[src/rtl/disk_block_allocator_assert.svh]
// Assertion macros shared by the disk block allocator RTL.
`ifndef DISK_BLOCK_ALLOCATOR_ASSERT_SVH
`define DISK_BLOCK_ALLOCATOR_ASSERT_SVH

// Same-cycle implication, disabled while reset is asserted.
`define DBA_ASSERT_IMPLY(label, clk, rst_n, ante, cons, msg) \
    label: assert property (@(posedge clk) disable iff (!(rst_n)) (ante) |-> (cons)) \
        else $error(msg);

// Next-cycle implication, disabled while reset is asserted.
`define DBA_ASSERT_NEXT(label, clk, rst_n, ante, cons, msg) \
    label: assert property (@(posedge clk) disable iff (!(rst_n)) (ante) |=> (cons)) \
        else $error(msg);

`endif

[src/rtl/dba_pkg.sv]
// Types, codes and constants shared by the disk block allocator modules.
package dba_pkg;

    localparam int unsigned DISK_BLOCKS_DEF     = 1024;
    localparam int unsigned MAX_FILE_BLOCKS_DEF = 63;
    localparam int unsigned FILE_W              = 6;
    localparam int unsigned CFG_FIELD_W         = 11;
    localparam int unsigned PADDR_W             = 3;
    localparam int unsigned PDATA_W             = 32;

    localparam logic [PADDR_W-3:0] REG_DISK_BLOCKS_IN_USE = '0;

    typedef enum logic [1:0] {
        KIND_MARK    = 2'd0,
        KIND_CONTIG  = 2'd1,
        KIND_LINKED  = 2'd2,
        KIND_INDEXED = 2'd3
    } t_kind;

    typedef enum logic [1:0] {
        STAT_OK      = 2'd0,
        STAT_INVALID = 2'd1,
        STAT_NOSPACE = 2'd2,
        STAT_NORUN   = 2'd3
    } t_status;

    typedef enum logic [1:0] {
        EMIT_FAIL,
        EMIT_CUR,
        EMIT_PREV_LINK,
        EMIT_PREV_END
    } t_emit_sel;

    typedef enum logic [3:0] {
        S_CLEAR,
        S_RECOUNT,
        S_IDLE,
        S_CHECK,
        S_MARK,
        S_SCAN,
        S_FILL,
        S_TAIL
    } t_state;

    typedef struct packed {
        logic      item_load;
        logic      scan_start;
        logic      cur_bn;
        logic      cur_run;
        logic      cur_inc;
        logic      run_update;
        logic      mem_wr;
        logic      mem_wr_val;
        logic      free_load_cfg;
        logic      free_zero;
        logic      free_inc;
        logic      free_dec;
        logic      found_inc;
        logic      prev_load;
        logic      emit;
        t_emit_sel emit_sel;
        t_status   fail_status;
        logic      is_index;
        logic      last;
    } t_dp_cmd;

    typedef struct packed {
        t_kind kind;
        logic  cfg_wr;
        logic  bit_occ;
        logic  cur_lt_size;
        logic  bn_oob;
        logic  n_invalid;
        logic  free_lt_need;
        logic  run_done;
        logic  found_last;
        logic  found_zero;
        logic  have_prev;
        logic  clear_done;
        logic  out_free;
    } t_dp_stat;

endpackage

[src/rtl/disk_block_allocator.sv]
// Top level of the bitmap disk block allocator: block marking, first-fit contiguous, linked and indexed allocation.
// A mark request is checked, then its block is read and its result issued; a block out of range
// fails at the check. An allocation is checked, then scans up to disk_blocks_in_use blocks, one per
// cycle unless a result waits to be taken, with one result per block, overlapped for linked and indexed.
// Throughput: one transaction at a time, bounded by the single-bit bitmap read port.
// Reset: synchronous, active low; a clearing pass over all DISK_BLOCKS blocks then marks them free.
module disk_block_allocator #(
    parameter int unsigned DISK_BLOCKS     = dba_pkg::DISK_BLOCKS_DEF,
    parameter int unsigned MAX_FILE_BLOCKS = dba_pkg::MAX_FILE_BLOCKS_DEF
) (
    input  logic                           i_clk,
    input  logic                           i_rst_n,

    // APB-style register port.
    input  logic                           psel,
    input  logic                           penable,
    input  logic                           pwrite,
    input  logic [dba_pkg::PADDR_W-1:0]    paddr,
    input  logic [dba_pkg::PDATA_W-1:0]    pwdata,
    output logic [dba_pkg::PDATA_W-1:0]    prdata,
    output logic                           pready,

    // Request channel.
    input  logic                           i_in_valid,
    output logic                           o_in_ready,
    input  logic [1:0]                     i_kind,
    input  logic [$clog2(DISK_BLOCKS)-1:0] i_block_number,
    input  logic [dba_pkg::FILE_W-1:0]     i_file_blocks,

    // Result channel.
    output logic                           o_out_valid,
    input  logic                           i_out_ready,
    output logic [1:0]                     o_status,
    output logic [$clog2(DISK_BLOCKS)-1:0] o_granted_block,
    output logic [$clog2(DISK_BLOCKS):0]   o_next_in_chain,
    output logic                           o_is_index_block,
    output logic                           o_last
);

    import dba_pkg::*;

    // The controller and the datapath talk only through these two bundles.
    t_dp_cmd  dp_cmd;
    t_dp_stat dp_stat;

    // Register writes complete in the access phase with no wait states.
    assign pready = 1'b1;

    // The controller owns the state machine. After reset it sweeps the bitmap clear,
    // then waits in idle. A register write while idle starts a recount of the free
    // blocks over the new range, which holds off new transactions. Each accepted
    // transaction is checked first; mark requests read their block, allocations scan
    // the bitmap from block zero.
    dba_ctrl u_ctrl (
        .i_clk      (i_clk),
        .i_rst_n    (i_rst_n),
        .i_in_valid (i_in_valid),
        .o_in_ready (o_in_ready),
        .i_stat     (dp_stat),
        .o_cmd      (dp_cmd)
    );

    // The datapath holds the bitmap RAM, the scan pointer, the run tracker for first
    // fit, the free-block counter and the result register. The result register lets
    // the block keep scanning while a finished result waits to be taken.
    dba_datapath #(
        .DISK_BLOCKS     (DISK_BLOCKS),
        .MAX_FILE_BLOCKS (MAX_FILE_BLOCKS)
    ) u_datapath (
        .i_clk            (i_clk),
        .i_rst_n          (i_rst_n),
        .i_cmd            (dp_cmd),
        .o_stat           (dp_stat),
        .i_kind           (i_kind),
        .i_block_number   (i_block_number),
        .i_file_blocks    (i_file_blocks),
        .psel             (psel),
        .penable          (penable),
        .pwrite           (pwrite),
        .paddr            (paddr),
        .pwdata           (pwdata),
        .prdata           (prdata),
        .i_out_ready      (i_out_ready),
        .o_out_valid      (o_out_valid),
        .o_status         (o_status),
        .o_granted_block  (o_granted_block),
        .o_next_in_chain  (o_next_in_chain),
        .o_is_index_block (o_is_index_block),
        .o_last           (o_last)
    );

endmodule

[src/rtl/dba_ram.sv]
// Generic single-write, single-read RAM with a registered read port.
module dba_ram #(
    parameter int unsigned WIDTH = 1,
    parameter int unsigned DEPTH = 1024
) (
    input  logic                     i_clk,
    input  logic                     i_wr_en,
    input  logic [$clog2(DEPTH)-1:0] i_wr_addr,
    input  logic [WIDTH-1:0]         i_wr_data,
    input  logic [$clog2(DEPTH)-1:0] i_rd_addr,
    output logic [WIDTH-1:0]         o_rd_data
);

    logic [WIDTH-1:0] r_mem [DEPTH];
    logic [WIDTH-1:0] r_rd_data;

    always_ff @(posedge i_clk) begin
        if (i_wr_en) begin
            r_mem[i_wr_addr] <= i_wr_data;
        end
        r_rd_data <= r_mem[i_rd_addr];
    end

    assign o_rd_data = r_rd_data;

endmodule

[src/rtl/dba_datapath.sv]
// Datapath: bitmap RAM, scan pointer, counters, register file and result register.
module dba_datapath #(
    parameter int unsigned DISK_BLOCKS     = dba_pkg::DISK_BLOCKS_DEF,
    parameter int unsigned MAX_FILE_BLOCKS = dba_pkg::MAX_FILE_BLOCKS_DEF
) (
    input  logic                             i_clk,
    input  logic                             i_rst_n,
    input  dba_pkg::t_dp_cmd                 i_cmd,
    output dba_pkg::t_dp_stat                o_stat,
    input  logic [1:0]                       i_kind,
    input  logic [$clog2(DISK_BLOCKS)-1:0]   i_block_number,
    input  logic [dba_pkg::FILE_W-1:0]       i_file_blocks,
    input  logic                             psel,
    input  logic                             penable,
    input  logic                             pwrite,
    input  logic [dba_pkg::PADDR_W-1:0]      paddr,
    input  logic [dba_pkg::PDATA_W-1:0]      pwdata,
    output logic [dba_pkg::PDATA_W-1:0]      prdata,
    input  logic                             i_out_ready,
    output logic                             o_out_valid,
    output logic [1:0]                       o_status,
    output logic [$clog2(DISK_BLOCKS)-1:0]   o_granted_block,
    output logic [$clog2(DISK_BLOCKS):0]     o_next_in_chain,
    output logic                             o_is_index_block,
    output logic                             o_last
);

    import dba_pkg::*;

    localparam int unsigned AW = $clog2(DISK_BLOCKS);
    localparam int unsigned CW = AW + 1;
    localparam int unsigned VW = (CW > CFG_FIELD_W) ? CW : CFG_FIELD_W;
    localparam int unsigned FW = FILE_W + 1;
    localparam int unsigned MW = (CW > FW) ? CW : FW;

    logic [CW-1:0]     r_size;
    logic [CW-1:0]     r_free,  n_free;
    t_kind             r_kind;
    logic [AW-1:0]     r_bn;
    logic [FILE_W-1:0] r_n;
    logic [CW-1:0]     r_cur,   n_cur;
    logic [CW-1:0]     r_run_start;
    logic [FILE_W-1:0] r_run_len;
    logic [FW-1:0]     r_found;
    logic [AW-1:0]     r_prev;
    logic              r_have_prev;

    logic              r_out_valid;
    t_status           r_status;
    logic [AW-1:0]     r_granted;
    logic [CW-1:0]     r_next;
    logic              r_index;
    logic              r_last;

    logic              cfg_hit;
    logic              cfg_wr;
    logic [VW-1:0]     cfg_val;
    logic [CW-1:0]     cfg_sat;
    logic [FW-1:0]     need;
    logic [CW-1:0]     run_first;
    logic              rd_bit;
    logic              out_free;

    // Register decode and saturation of the written block count.
    assign cfg_hit = (paddr[PADDR_W-1:2] == REG_DISK_BLOCKS_IN_USE);
    assign cfg_wr  = psel && penable && pwrite && cfg_hit;
    assign cfg_val = pwdata[VW-1:0];
    assign cfg_sat = (cfg_val > VW'(DISK_BLOCKS)) ? CW'(DISK_BLOCKS) : cfg_val[CW-1:0];
    assign prdata  = cfg_hit ? PDATA_W'(r_size) : '0;

    assign need      = (r_kind == KIND_INDEXED) ? ({1'b0, r_n} + FW'(1)) : {1'b0, r_n};
    assign run_first = (r_run_len == '0) ? r_cur : r_run_start;
    assign out_free  = !r_out_valid || i_out_ready;

    always_comb begin
        priority if (i_cmd.scan_start) begin
            n_cur = '0;
        end else if (i_cmd.cur_run) begin
            n_cur = run_first;
        end else if (i_cmd.cur_bn) begin
            n_cur = {1'b0, r_bn};
        end else if (i_cmd.cur_inc) begin
            n_cur = r_cur + CW'(1);
        end else begin
            n_cur = r_cur;
        end
    end

    always_comb begin
        priority if (i_cmd.free_load_cfg) begin
            n_free = cfg_wr ? cfg_sat : r_size;
        end else if (i_cmd.free_zero) begin
            n_free = '0;
        end else if (i_cmd.free_inc) begin
            n_free = r_free + CW'(1);
        end else if (i_cmd.free_dec) begin
            n_free = r_free - CW'(1);
        end else begin
            n_free = r_free;
        end
    end

    dba_ram #(
        .WIDTH (1),
        .DEPTH (DISK_BLOCKS)
    ) u_bitmap (
        .i_clk     (i_clk),
        .i_wr_en   (i_cmd.mem_wr),
        .i_wr_addr (r_cur[AW-1:0]),
        .i_wr_data (i_cmd.mem_wr_val),
        .i_rd_addr (n_cur[AW-1:0]),
        .o_rd_data (rd_bit)
    );

    always_ff @(posedge i_clk) begin
        if (!i_rst_n) begin
            r_size      <= CW'(DISK_BLOCKS);
            r_free      <= '0;
            r_cur       <= '0;
            r_out_valid <= 1'b0;
        end else begin
            if (cfg_wr) begin
                r_size <= cfg_sat;
            end
            r_free <= n_free;
            r_cur  <= n_cur;
            if (i_cmd.emit) begin
                r_out_valid <= 1'b1;
            end else if (i_out_ready) begin
                r_out_valid <= 1'b0;
            end
        end
    end

    always_ff @(posedge i_clk) begin
        if (i_cmd.item_load) begin
            r_kind <= t_kind'(i_kind);
            r_bn   <= i_block_number;
            r_n    <= i_file_blocks;
        end
        if (i_cmd.scan_start) begin
            r_run_len   <= '0;
            r_found     <= '0;
            r_have_prev <= 1'b0;
        end else begin
            if (i_cmd.run_update) begin
                if (rd_bit) begin
                    r_run_len <= '0;
                end else begin
                    if (r_run_len == '0) begin
                        r_run_start <= r_cur;
                    end
                    r_run_len <= r_run_len + FILE_W'(1);
                end
            end
            if (i_cmd.found_inc) begin
                r_found <= r_found + FW'(1);
            end
            if (i_cmd.prev_load) begin
                r_prev      <= r_cur[AW-1:0];
                r_have_prev <= 1'b1;
            end
        end
        if (i_cmd.emit) begin
            unique case (i_cmd.emit_sel)
                EMIT_FAIL: begin
                    r_status  <= i_cmd.fail_status;
                    r_granted <= '0;
                    r_next    <= '0;
                    r_index   <= 1'b0;
                    r_last    <= 1'b1;
                end
                EMIT_CUR: begin
                    r_status  <= STAT_OK;
                    r_granted <= r_cur[AW-1:0];
                    r_next    <= '0;
                    r_index   <= i_cmd.is_index;
                    r_last    <= i_cmd.last;
                end
                EMIT_PREV_LINK: begin
                    r_status  <= STAT_OK;
                    r_granted <= r_prev;
                    r_next    <= r_cur;
                    r_index   <= 1'b0;
                    r_last    <= 1'b0;
                end
                EMIT_PREV_END: begin
                    r_status  <= STAT_OK;
                    r_granted <= r_prev;
                    r_next    <= CW'(DISK_BLOCKS);
                    r_index   <= 1'b0;
                    r_last    <= 1'b1;
                end
                default: begin
                    r_status  <= i_cmd.fail_status;
                    r_granted <= '0;
                    r_next    <= '0;
                    r_index   <= 1'b0;
                    r_last    <= 1'b1;
                end
            endcase
        end
    end

    always_comb begin
        o_stat              = '0;
        o_stat.kind         = r_kind;
        o_stat.cfg_wr       = cfg_wr;
        o_stat.bit_occ      = rd_bit;
        o_stat.cur_lt_size  = (r_cur < r_size);
        o_stat.bn_oob       = ({1'b0, r_bn} >= r_size);
        o_stat.n_invalid    = (r_n == '0) || (r_n > FILE_W'(MAX_FILE_BLOCKS));
        o_stat.free_lt_need = (MW'(r_free) < MW'(need));
        o_stat.run_done     = !rd_bit && (({1'b0, r_run_len} + FW'(1)) == {1'b0, r_n});
        o_stat.found_last   = ((r_found + FW'(1)) == need);
        o_stat.found_zero   = (r_found == '0);
        o_stat.have_prev    = r_have_prev;
        o_stat.clear_done   = (r_cur == CW'(DISK_BLOCKS - 1));
        o_stat.out_free     = out_free;
    end

    assign o_out_valid      = r_out_valid;
    assign o_status         = r_status;
    assign o_granted_block  = r_granted;
    assign o_next_in_chain  = r_next;
    assign o_is_index_block = r_index;
    assign o_last           = r_last;

endmodule

[src/rtl/dba_ctrl.sv]
// Controller: sequences clearing, recount, checks, bitmap scans and result issue.
`include "disk_block_allocator_assert.svh"

module dba_ctrl (
    input  logic              i_clk,
    input  logic              i_rst_n,
    input  logic              i_in_valid,
    output logic              o_in_ready,
    input  dba_pkg::t_dp_stat i_stat,
    output dba_pkg::t_dp_cmd  o_cmd
);

    import dba_pkg::*;

    t_state r_state, n_state;

    always_ff @(posedge i_clk) begin
        if (!i_rst_n) begin
            r_state <= S_CLEAR;
        end else begin
            r_state <= n_state;
        end
    end

    always_comb begin
        n_state    = r_state;
        o_cmd      = '0;
        o_in_ready = 1'b0;

        unique case (r_state)
            S_CLEAR: begin
                o_cmd.mem_wr  = 1'b1;
                o_cmd.cur_inc = 1'b1;
                if (i_stat.clear_done) begin
                    o_cmd.free_load_cfg = 1'b1;
                    n_state             = S_IDLE;
                end
            end

            S_RECOUNT: begin
                if (i_stat.cfg_wr) begin
                    o_cmd.scan_start = 1'b1;
                    o_cmd.free_zero  = 1'b1;
                end else if (i_stat.cur_lt_size) begin
                    o_cmd.cur_inc  = 1'b1;
                    o_cmd.free_inc = !i_stat.bit_occ;
                end else begin
                    n_state = S_IDLE;
                end
            end

            S_IDLE: begin
                o_in_ready = !i_stat.cfg_wr;
                if (i_stat.cfg_wr) begin
                    o_cmd.scan_start = 1'b1;
                    o_cmd.free_zero  = 1'b1;
                    n_state          = S_RECOUNT;
                end else if (i_in_valid) begin
                    o_cmd.item_load = 1'b1;
                    n_state         = S_CHECK;
                end
            end

            S_CHECK: begin
                o_cmd.last = 1'b1;
                if (i_stat.kind == KIND_MARK) begin
                    if (!i_stat.bn_oob) begin
                        o_cmd.cur_bn = 1'b1;
                        n_state      = S_MARK;
                    end else if (i_stat.out_free) begin
                        o_cmd.emit        = 1'b1;
                        o_cmd.fail_status = STAT_INVALID;
                        n_state           = S_IDLE;
                    end
                end else if (i_stat.n_invalid || i_stat.free_lt_need) begin
                    if (i_stat.out_free) begin
                        o_cmd.emit        = 1'b1;
                        o_cmd.fail_status = i_stat.n_invalid ? STAT_INVALID : STAT_NOSPACE;
                        n_state           = S_IDLE;
                    end
                end else begin
                    o_cmd.scan_start = 1'b1;
                    n_state          = S_SCAN;
                end
            end

            S_MARK: begin
                o_cmd.last = 1'b1;
                if (i_stat.out_free) begin
                    o_cmd.emit = 1'b1;
                    n_state    = S_IDLE;
                    if (i_stat.bit_occ) begin
                        o_cmd.fail_status = STAT_INVALID;
                    end else begin
                        o_cmd.emit_sel   = EMIT_CUR;
                        o_cmd.mem_wr     = 1'b1;
                        o_cmd.mem_wr_val = 1'b1;
                        o_cmd.free_dec   = 1'b1;
                    end
                end
            end

            S_SCAN: begin
                unique case (i_stat.kind)
                    KIND_CONTIG: begin
                        if (!i_stat.cur_lt_size) begin
                            if (i_stat.out_free) begin
                                o_cmd.emit        = 1'b1;
                                o_cmd.fail_status = STAT_NORUN;
                                o_cmd.last        = 1'b1;
                                n_state           = S_IDLE;
                            end
                        end else if (i_stat.run_done) begin
                            o_cmd.cur_run = 1'b1;
                            n_state       = S_FILL;
                        end else begin
                            o_cmd.run_update = 1'b1;
                            o_cmd.cur_inc    = 1'b1;
                        end
                    end
                    KIND_LINKED: begin
                        if (i_stat.bit_occ) begin
                            o_cmd.cur_inc = 1'b1;
                        end else if (!i_stat.have_prev || i_stat.out_free) begin
                            o_cmd.emit       = i_stat.have_prev;
                            o_cmd.emit_sel   = EMIT_PREV_LINK;
                            o_cmd.prev_load  = 1'b1;
                            o_cmd.mem_wr     = 1'b1;
                            o_cmd.mem_wr_val = 1'b1;
                            o_cmd.free_dec   = 1'b1;
                            o_cmd.found_inc  = 1'b1;
                            o_cmd.cur_inc    = 1'b1;
                            if (i_stat.found_last) begin
                                n_state = S_TAIL;
                            end
                        end
                    end
                    KIND_INDEXED: begin
                        if (i_stat.bit_occ) begin
                            o_cmd.cur_inc = 1'b1;
                        end else if (i_stat.out_free) begin
                            o_cmd.emit       = 1'b1;
                            o_cmd.emit_sel   = EMIT_CUR;
                            o_cmd.is_index   = i_stat.found_zero;
                            o_cmd.last       = i_stat.found_last;
                            o_cmd.mem_wr     = 1'b1;
                            o_cmd.mem_wr_val = 1'b1;
                            o_cmd.free_dec   = 1'b1;
                            o_cmd.found_inc  = 1'b1;
                            o_cmd.cur_inc    = 1'b1;
                            if (i_stat.found_last) begin
                                n_state = S_IDLE;
                            end
                        end
                    end
                    KIND_MARK: begin
                        n_state = S_IDLE;
                    end
                endcase
            end

            S_FILL: begin
                if (i_stat.out_free) begin
                    o_cmd.emit       = 1'b1;
                    o_cmd.emit_sel   = EMIT_CUR;
                    o_cmd.last       = i_stat.found_last;
                    o_cmd.mem_wr     = 1'b1;
                    o_cmd.mem_wr_val = 1'b1;
                    o_cmd.free_dec   = 1'b1;
                    o_cmd.found_inc  = 1'b1;
                    o_cmd.cur_inc    = 1'b1;
                    if (i_stat.found_last) begin
                        n_state = S_IDLE;
                    end
                end
            end

            S_TAIL: begin
                if (i_stat.out_free) begin
                    o_cmd.emit     = 1'b1;
                    o_cmd.emit_sel = EMIT_PREV_END;
                    o_cmd.last     = 1'b1;
                    n_state        = S_IDLE;
                end
            end

            default: begin
                n_state = S_IDLE;
            end
        endcase
    end

    // The free count guarantees that a linked or indexed scan never runs off the disk.
    `DBA_ASSERT_IMPLY(a_scan_in_range, i_clk, i_rst_n, (r_state == S_SCAN) && ((i_stat.kind == KIND_LINKED) || (i_stat.kind == KIND_INDEXED)), i_stat.cur_lt_size, "allocation scan passed the managed range")
    // A result is only loaded when the result register can take it.
    `DBA_ASSERT_IMPLY(a_emit_room, i_clk, i_rst_n, o_cmd.emit, i_stat.out_free, "result issued over a waiting result")
    // An accepted transaction always moves on to its checks.
    `DBA_ASSERT_NEXT(a_accept_check, i_clk, i_rst_n, o_in_ready && i_in_valid, r_state == S_CHECK, "accepted transaction not checked")

endmodule
[config.mk]
export PLATFORM = sky130hd
export DESIGN_NAME = disk_block_allocator
export DESIGN_NICKNAME = d
export VERILOG_FILES = /design/src/rtl/dba_pkg.sv /design/src/rtl/disk_block_allocator.sv /design/src/rtl/dba_ram.sv /design/src/rtl/dba_datapath.sv /design/src/rtl/dba_ctrl.sv
export VERILOG_INCLUDE_DIRS = /design/src /design/src/rtl
export SDC_FILE = /design/constraint.sdc
export NUM_CORES = 2
export LEC_CHECK = 0
export ABC_AREA = 1
export BUFFER_PORTS_ARGS = -buffer_cell sky130_fd_sc_hd__buf_2
export CORE_UTILIZATION = 45
export DETAILED_ROUTE_END_ITERATION = 12
export PLACE_DENSITY = 0.69
export SLEW_MARGIN = 20
export SYNTH_ARGS = -nofsm -noshare
export SYNTH_HDL_FRONTEND = slang
export SYNTH_SLANG_ARGS = --single-unit
[constraint.sdc]
create_clock -name i_clk -period 49.2 [get_ports i_clk]
set_clock_uncertainty 0.1 [all_clocks]
set_input_delay 7.38 -clock i_clk [delete_from_list [all_inputs] [get_ports i_clk]]
set_output_delay 7.38 -clock i_clk [all_outputs]
set_load 0.02 [all_outputs]
## After elaboration in Yosys (flattened, before gate mapping)

Memory sizes are Yosys's and may differ from the RTL's. A register that Yosys moved wholly into a read port is not among the register bits.
Index checks and enable logic that the tools add are counted.

| operators by class | value |
|---|---|
| add/subtract/negate cells | 7 |
| magnitude comparators | 5 |
| eq/ne operators | 25 |
| muxes and demuxes | 122 |
| bitwise logic cells | 4 |
| reductions and logical operators | 33 |

Operator list:

| kind | number |
|---|---|
| $mux 11 | 11 |
| $mux 4 | 17 |
| $mux 1 | 45 |
| $pmux 11 s3 | 1 |
| $mux 2 | 16 |
| $pmux 10 s3 | 1 |
| $pmux 4 s7 | 1 |
| $add 11x1->11 const B | 2 |
| $mux 6 | 3 |
| $eq 4x3->1 const B | 4 |
| $pmux 2 s2 | 4 |
| $pmux 4 s4 | 1 |
| $pmux 1 s3 | 5 |
| $add 6x1->7 const B | 2 |
| $reduce_or 2->1 | 7 |
| $logic_not 6->1 | 2 |
| $mux 3 | 4 |
| $pmux 1 s4 | 3 |
| $eq 11x10->1 const B | 1 |
| $ge 10x11->1 | 1 |
| $gt 11x11->1 const B | 1 |
| $lt 11x11->1 | 1 |
| $lt 11x7->1 | 1 |
| $sub 11x1->11 const B | 1 |
| 34 further kinds | 61 |

| storage, ports and cells | value |
|---|---|
| bits in registers | 116 |
| RAM bits | 1024 |
| bits of input ports | 60 |
| output and inout bits | 60 |
| word-level logic and storage cells | 216 |
| memories | 1 |

Memory list:

| memory | depth | width | rd ports | clocked after Yosys merged registers in | write ports | line | RTL |
|---|---|---|---|---|---|---|---|
| u_datapath.u_bitmap.r_mem | 1024 | 1 | 1 | 1 | 1 | dba_ram.sv:14 | `logic [WIDTH-1:0] r_mem [DEPTH];` |

## Logic depth before layout (Yosys ltp)

| logic depth | value |
|---|---|
| word-level depth | 11 |
| mapped depth | 31 |
| depth with buffers taken out | 30 |

## Cells and area by module

A second synthesis with hierarchy kept.

| second synthesis, totals | value |
|---|---|
| cell total of the unflattened synthesis | 5742 |
| area total of the unflattened synthesis | 54173.2 sq um |

Modules (own cells, without submodules):

| module | times used | cells each | area an instance (sq um) |
|---|---|---|---|
| dba_ram | 1 | 4679 | 46392.0 |
| dba_datapath | 1 | 889 | 6895.4 |
| dba_ctrl | 1 | 172 | 874.6 |
| disk_block_allocator | 1 | 2 | 11.3 |

## Worst setup path after synthesis

Ideal clock, no wire load.

| timing path | value |
|---|---|
| kind | input -> register |
| start | input i_out_ready |
| end | memory u_datapath.u_bitmap.r_mem[0] (data pin) |
| arrival time | 19837 ps |
| data required time | 46599 ps |
| path slack | 26762 ps |
| cell stages on the path | 8 |
| cell sequence | nor2_2 -> inv_2 -> nor2_1 -> nor3_2 -> clkinv_1 -> nand2_1 -> nor2_1 -> inv_1 |

RTL lines:

| element | line | RTL |
|---|---|---|
| from (decl) | disk_block_allocator.sv:32 | `input logic i_out_ready,` |
| to (decl) | dba_ram.sv:14 |  |

## Worst setup path after layout

| timing path | value |
|---|---|
| start | input paddr[2] (netlist name) |
| end | output o_in_ready |

| between the ends | value |
|---|---|
| word-level cells in the longest chain between the ends | 4 |

Ends and longest elaborated chain:

| element | line | RTL |
|---|---|---|
| from (decl) | disk_block_allocator.sv:18 | `input logic [dba_pkg::PADDR_W-1:0] paddr,` |
| $not 1->1 | dba_datapath.sv:65 | `assign cfg_hit = (paddr[PADDR_W-1:2] == REG_DISK_BLOCKS_IN_USE);` |
| $logic_and 1x1->1 | dba_datapath.sv:66 | `assign cfg_wr = psel && penable && pwrite && cfg_hit;` |
| $logic_not 1->1 | dba_ctrl.sv:53 | `o_in_ready = !i_stat.cfg_wr;` |
| $mux 1 | dba_ctrl.sv:30 | `unique case (r_state)` |
| to (decl) | disk_block_allocator.sv:25 | `output logic o_in_ready,` |

Every way passes these cells.

==> impl_metrics.ini <==
[flow_run]
max_cap_violations = 0

[power_and_ir_drop]
internal_power_uw = 1610
p_per_area_nw_per_um2 = 34.7
combinationalPowerShare_pct = 8.6
power_frac_seq_pct = 49.6
p_sw_share_pct = 23.9
clockPowerShare_pct = 41.8
power_uw = 2120
leakage_uw = 0.0233
p_sw_uw = 508
worst_ir_drop_vdd_mv = 0.0314

[sta]
max_freq_ghz = 0.0612
worst_pin_slew_ns = 1.20
relSlewSlack_pct = 19.5
slew_violations = 0
post-route-period-util_pct = 33.2
post-route-min-period_ns = 16.33
final_hold_viol_count = 0
setup_viol = 0
fin_setup_tns_ns = 0
worst_slack_ns = 32.87
rsz0062_at_grt = false

[yosys]
synth_area_leaders = edfxtp_1, nor2_1, nand2_1, nand3_1, inv_1
synth_seq_cells = 1141
yosysWarnings = 0
synth.most_common_cell = nor2_1
synth_edf_count = 1088
ys_async_sr_fraction_pct = 0
yosysUniqueCellTypes = 54
netlist_area_sq_um = 56000
postSynthAreaPerCell_sq_um = 9.22
ys_seq_area_share_pct = 60.2
synth_commonest_cells = nor2_1, nand2_1, edfxtp_1
yosys.area.top_type = edfxtp_1
ys.flop_type = edfxtp_1
synth_top_area_share_pct = 58.4
synth_cells = 6075

[setup_path]
worstSetupStartpointType = input pin
crit_type = in2out
worst_ep_arrival_time_ns = 8.85
end_kind = output pin
worstPathMaxFanout = 24
crit_required_ns = 41.72

[die]
die_w_um = 355
initial_core_util_pct = 45.3
die_area_sq_um = 126000
core_sq_um = 123000
fp.dieH_um = 355
placementRows = 129
pin_count = 120

[clocking]
cts_buffers = 117
cts_resized = 0
cts_hold_buf = 0
cts.path.max_buffers = 3
root_buffer = clkbuf_16
cts_tree = done
cts.sinks = 1141
clock_latency_ns = 0.71
cts_setup_buffers = 0
cts.htree.levels = 3
clk_pin_slew_worst_paths_ns = 0.07

[layout]
antenna_cells = 0
final_nets = 6035
drive_above_1_share_pct = 6.48
syn_to_final_growth_pct = 9.10

[hold_path]
hold_class = reg2reg

[global_routing]
grt_pass1_wl_um = 240000
first_global_vias = 40100
grt_overflow_total = 0
grt_use_total_pct = 25.0
antenna_found_initial = 2
grt_start_max_net_pins = 214

[status]
status = finished clean

[route]
ant_nets = 0
wl_per_cell_um = 21.0
vias = 42900
drt-pass1-iter-count = 6
drt_wl_total_um = 160000
viasPerCell = 5.61
drc_errors = 0
drt_iter0_drc = 5386

[placed_design]
place_ws_ns = 32.91
gp_congestion = 0.866
portBuffers = 74
dp_hpwl_um = 83200
-- critical path, cell delays in order --
cell,delay (ns)
buf_2,0.16
inv_1,0.07
nand4_1,0.24
inv_1,0.57
nor2_1,0.21
buf_2,0.22
-- sequential cells by signal (all words and copies together), names as in the netlist --
register / flops
u_datapath.u_bitmap.r_mem: 1024
u_datapath.o_status: 2
u_datapath.r_free: 11
u_datapath.r_n: 6
u_datapath.r_run_start: 11
u_datapath.r_prev: 10
u_datapath.r_run_len: 6
u_datapath.o_granted_block: 10
u_datapath.r_have_prev: 1
u_datapath.r_kind: 2
u_datapath.o_last: 1
u_datapath.o_out_valid: 1
u_datapath.r_cur: 11
u_ctrl.r_state: 4
u_datapath.r_size: 11
u_datapath.o_is_index_block: 1
u_datapath.u_bitmap.o_rd_data: 1
u_datapath.o_next_in_chain: 11
u_datapath.r_bn: 10
u_datapath.r_found: 7
-- per-stage QoR --
step / instances / util (%) / area, sq um / hold slack (ns)
after global routing: 7651 / 49.5 / 61100 / 0.423
after detailed placement: 7442 / 46.4 / 57300 / 0.382
after floorplan: 6096 / - / 56100 / 0.335
after global placement: 7442 / 46.4 / 57300 / 0.376
after CTS: 7651 / 49.5 / 61100 / 0.392
final: 7651 / 49.5 / 61100 / 0.397
-- routing by layer --
layer / part of all wire (%) / wire (um) / GRT usage (%) / vias up
met4: 4.8 / 7720 / 11.5 / 2
met5: 0.0081 / 13 / 0 / -
li1: - / - / - / 19700
met1: 39 / 63400 / 33.3 / 20600
met3: 10 / 16500 / 4.21 / 427
met2: 45 / 72800 / 39.9 / 2196
-- power by group through the flow --
| stage | clock (uW) | combinational (uW) | sequential, uW |
|---|---|---|---|
| 6_report | 886 | 183 | 1050 |
| 5_1_grt | 933 | 201 | 1050 |
| 4_1_cts | 893 | 180 | 1050 |
| 3_5_place_dp | 0 | 179 | 1070 |
| 3_3_place_gp | 0 | 177 | 1070 |
| 2_1_floorplan | 0 | 136 | 1070 |
-- cell type report --
type,count,area (sq um)
multi-input cells,3765,17700
fillers,11300,62400
flip-flops and latches,1141,33700
well taps,1637,2050
clock buffers,144,3140
clock inverters,65,627
inverters,748,2830
repair buffers,151,986
-- logic make-up (layout without fill, tap and decap cells) --
| logic type | count (synthesis) | count (layout) | synth area share (%) |
|---|---|---|---|
| and+or+nand+nor | 3321 | 3321 | 25.5 |
| buffers and inverters | 1190 | 1108 | 8.51 |
| DFF | 1141 | 1141 | 60.2 |
| AOI/OAI and AO/OA | 346 | 346 | 4.15 |
| adders and majority gates | 51 | 51 | 1.15 |
| xor gates and xnor gates | 22 | 22 | 0.344 |
| other | 2 | 23 | 0.0134 |
| muxes | 2 | 2 | 0.0380 |
-- layout by cell type, fill, tap and decap left out, types with 20 or more instances in the layout --
cell type / instances
nor2_1: 1156
nand2_1: 1093
edfxtp_1: 1088
nand3_1: 795
inv_1: 719
o211ai_1: 192
nand3b_1: 172
clkbuf_16: 122
buf_2: 74
buf_4: 74
a21oi_1: 56
dfxtp_1: 53
ha_1: 50
o21ai_0: 47
clkinv_1: 41
nand2_2: 34
nor3_1: 25
conb_1: 23
clkbuf_1: 22
clkinv_2: 20
-- worst paths after layout --
check / from / end / slack, ns / cells past startpoint
worst max-delay path: paddr[2] / o_in_ready / 32.87 / 6
worst min register to register: u_ctrl.r_state[2] / u_ctrl.r_state[2] / 0.40 / 2
worst max register to register: u_datapath.r_cur[7] / u_datapath.u_bitmap.o_rd_data / 41.24 / 27
worst min-delay path: u_ctrl.r_state[2] / u_ctrl.r_state[2] / 0.40 / 2
Note: power is estimated with default switching activity, not from simulation.
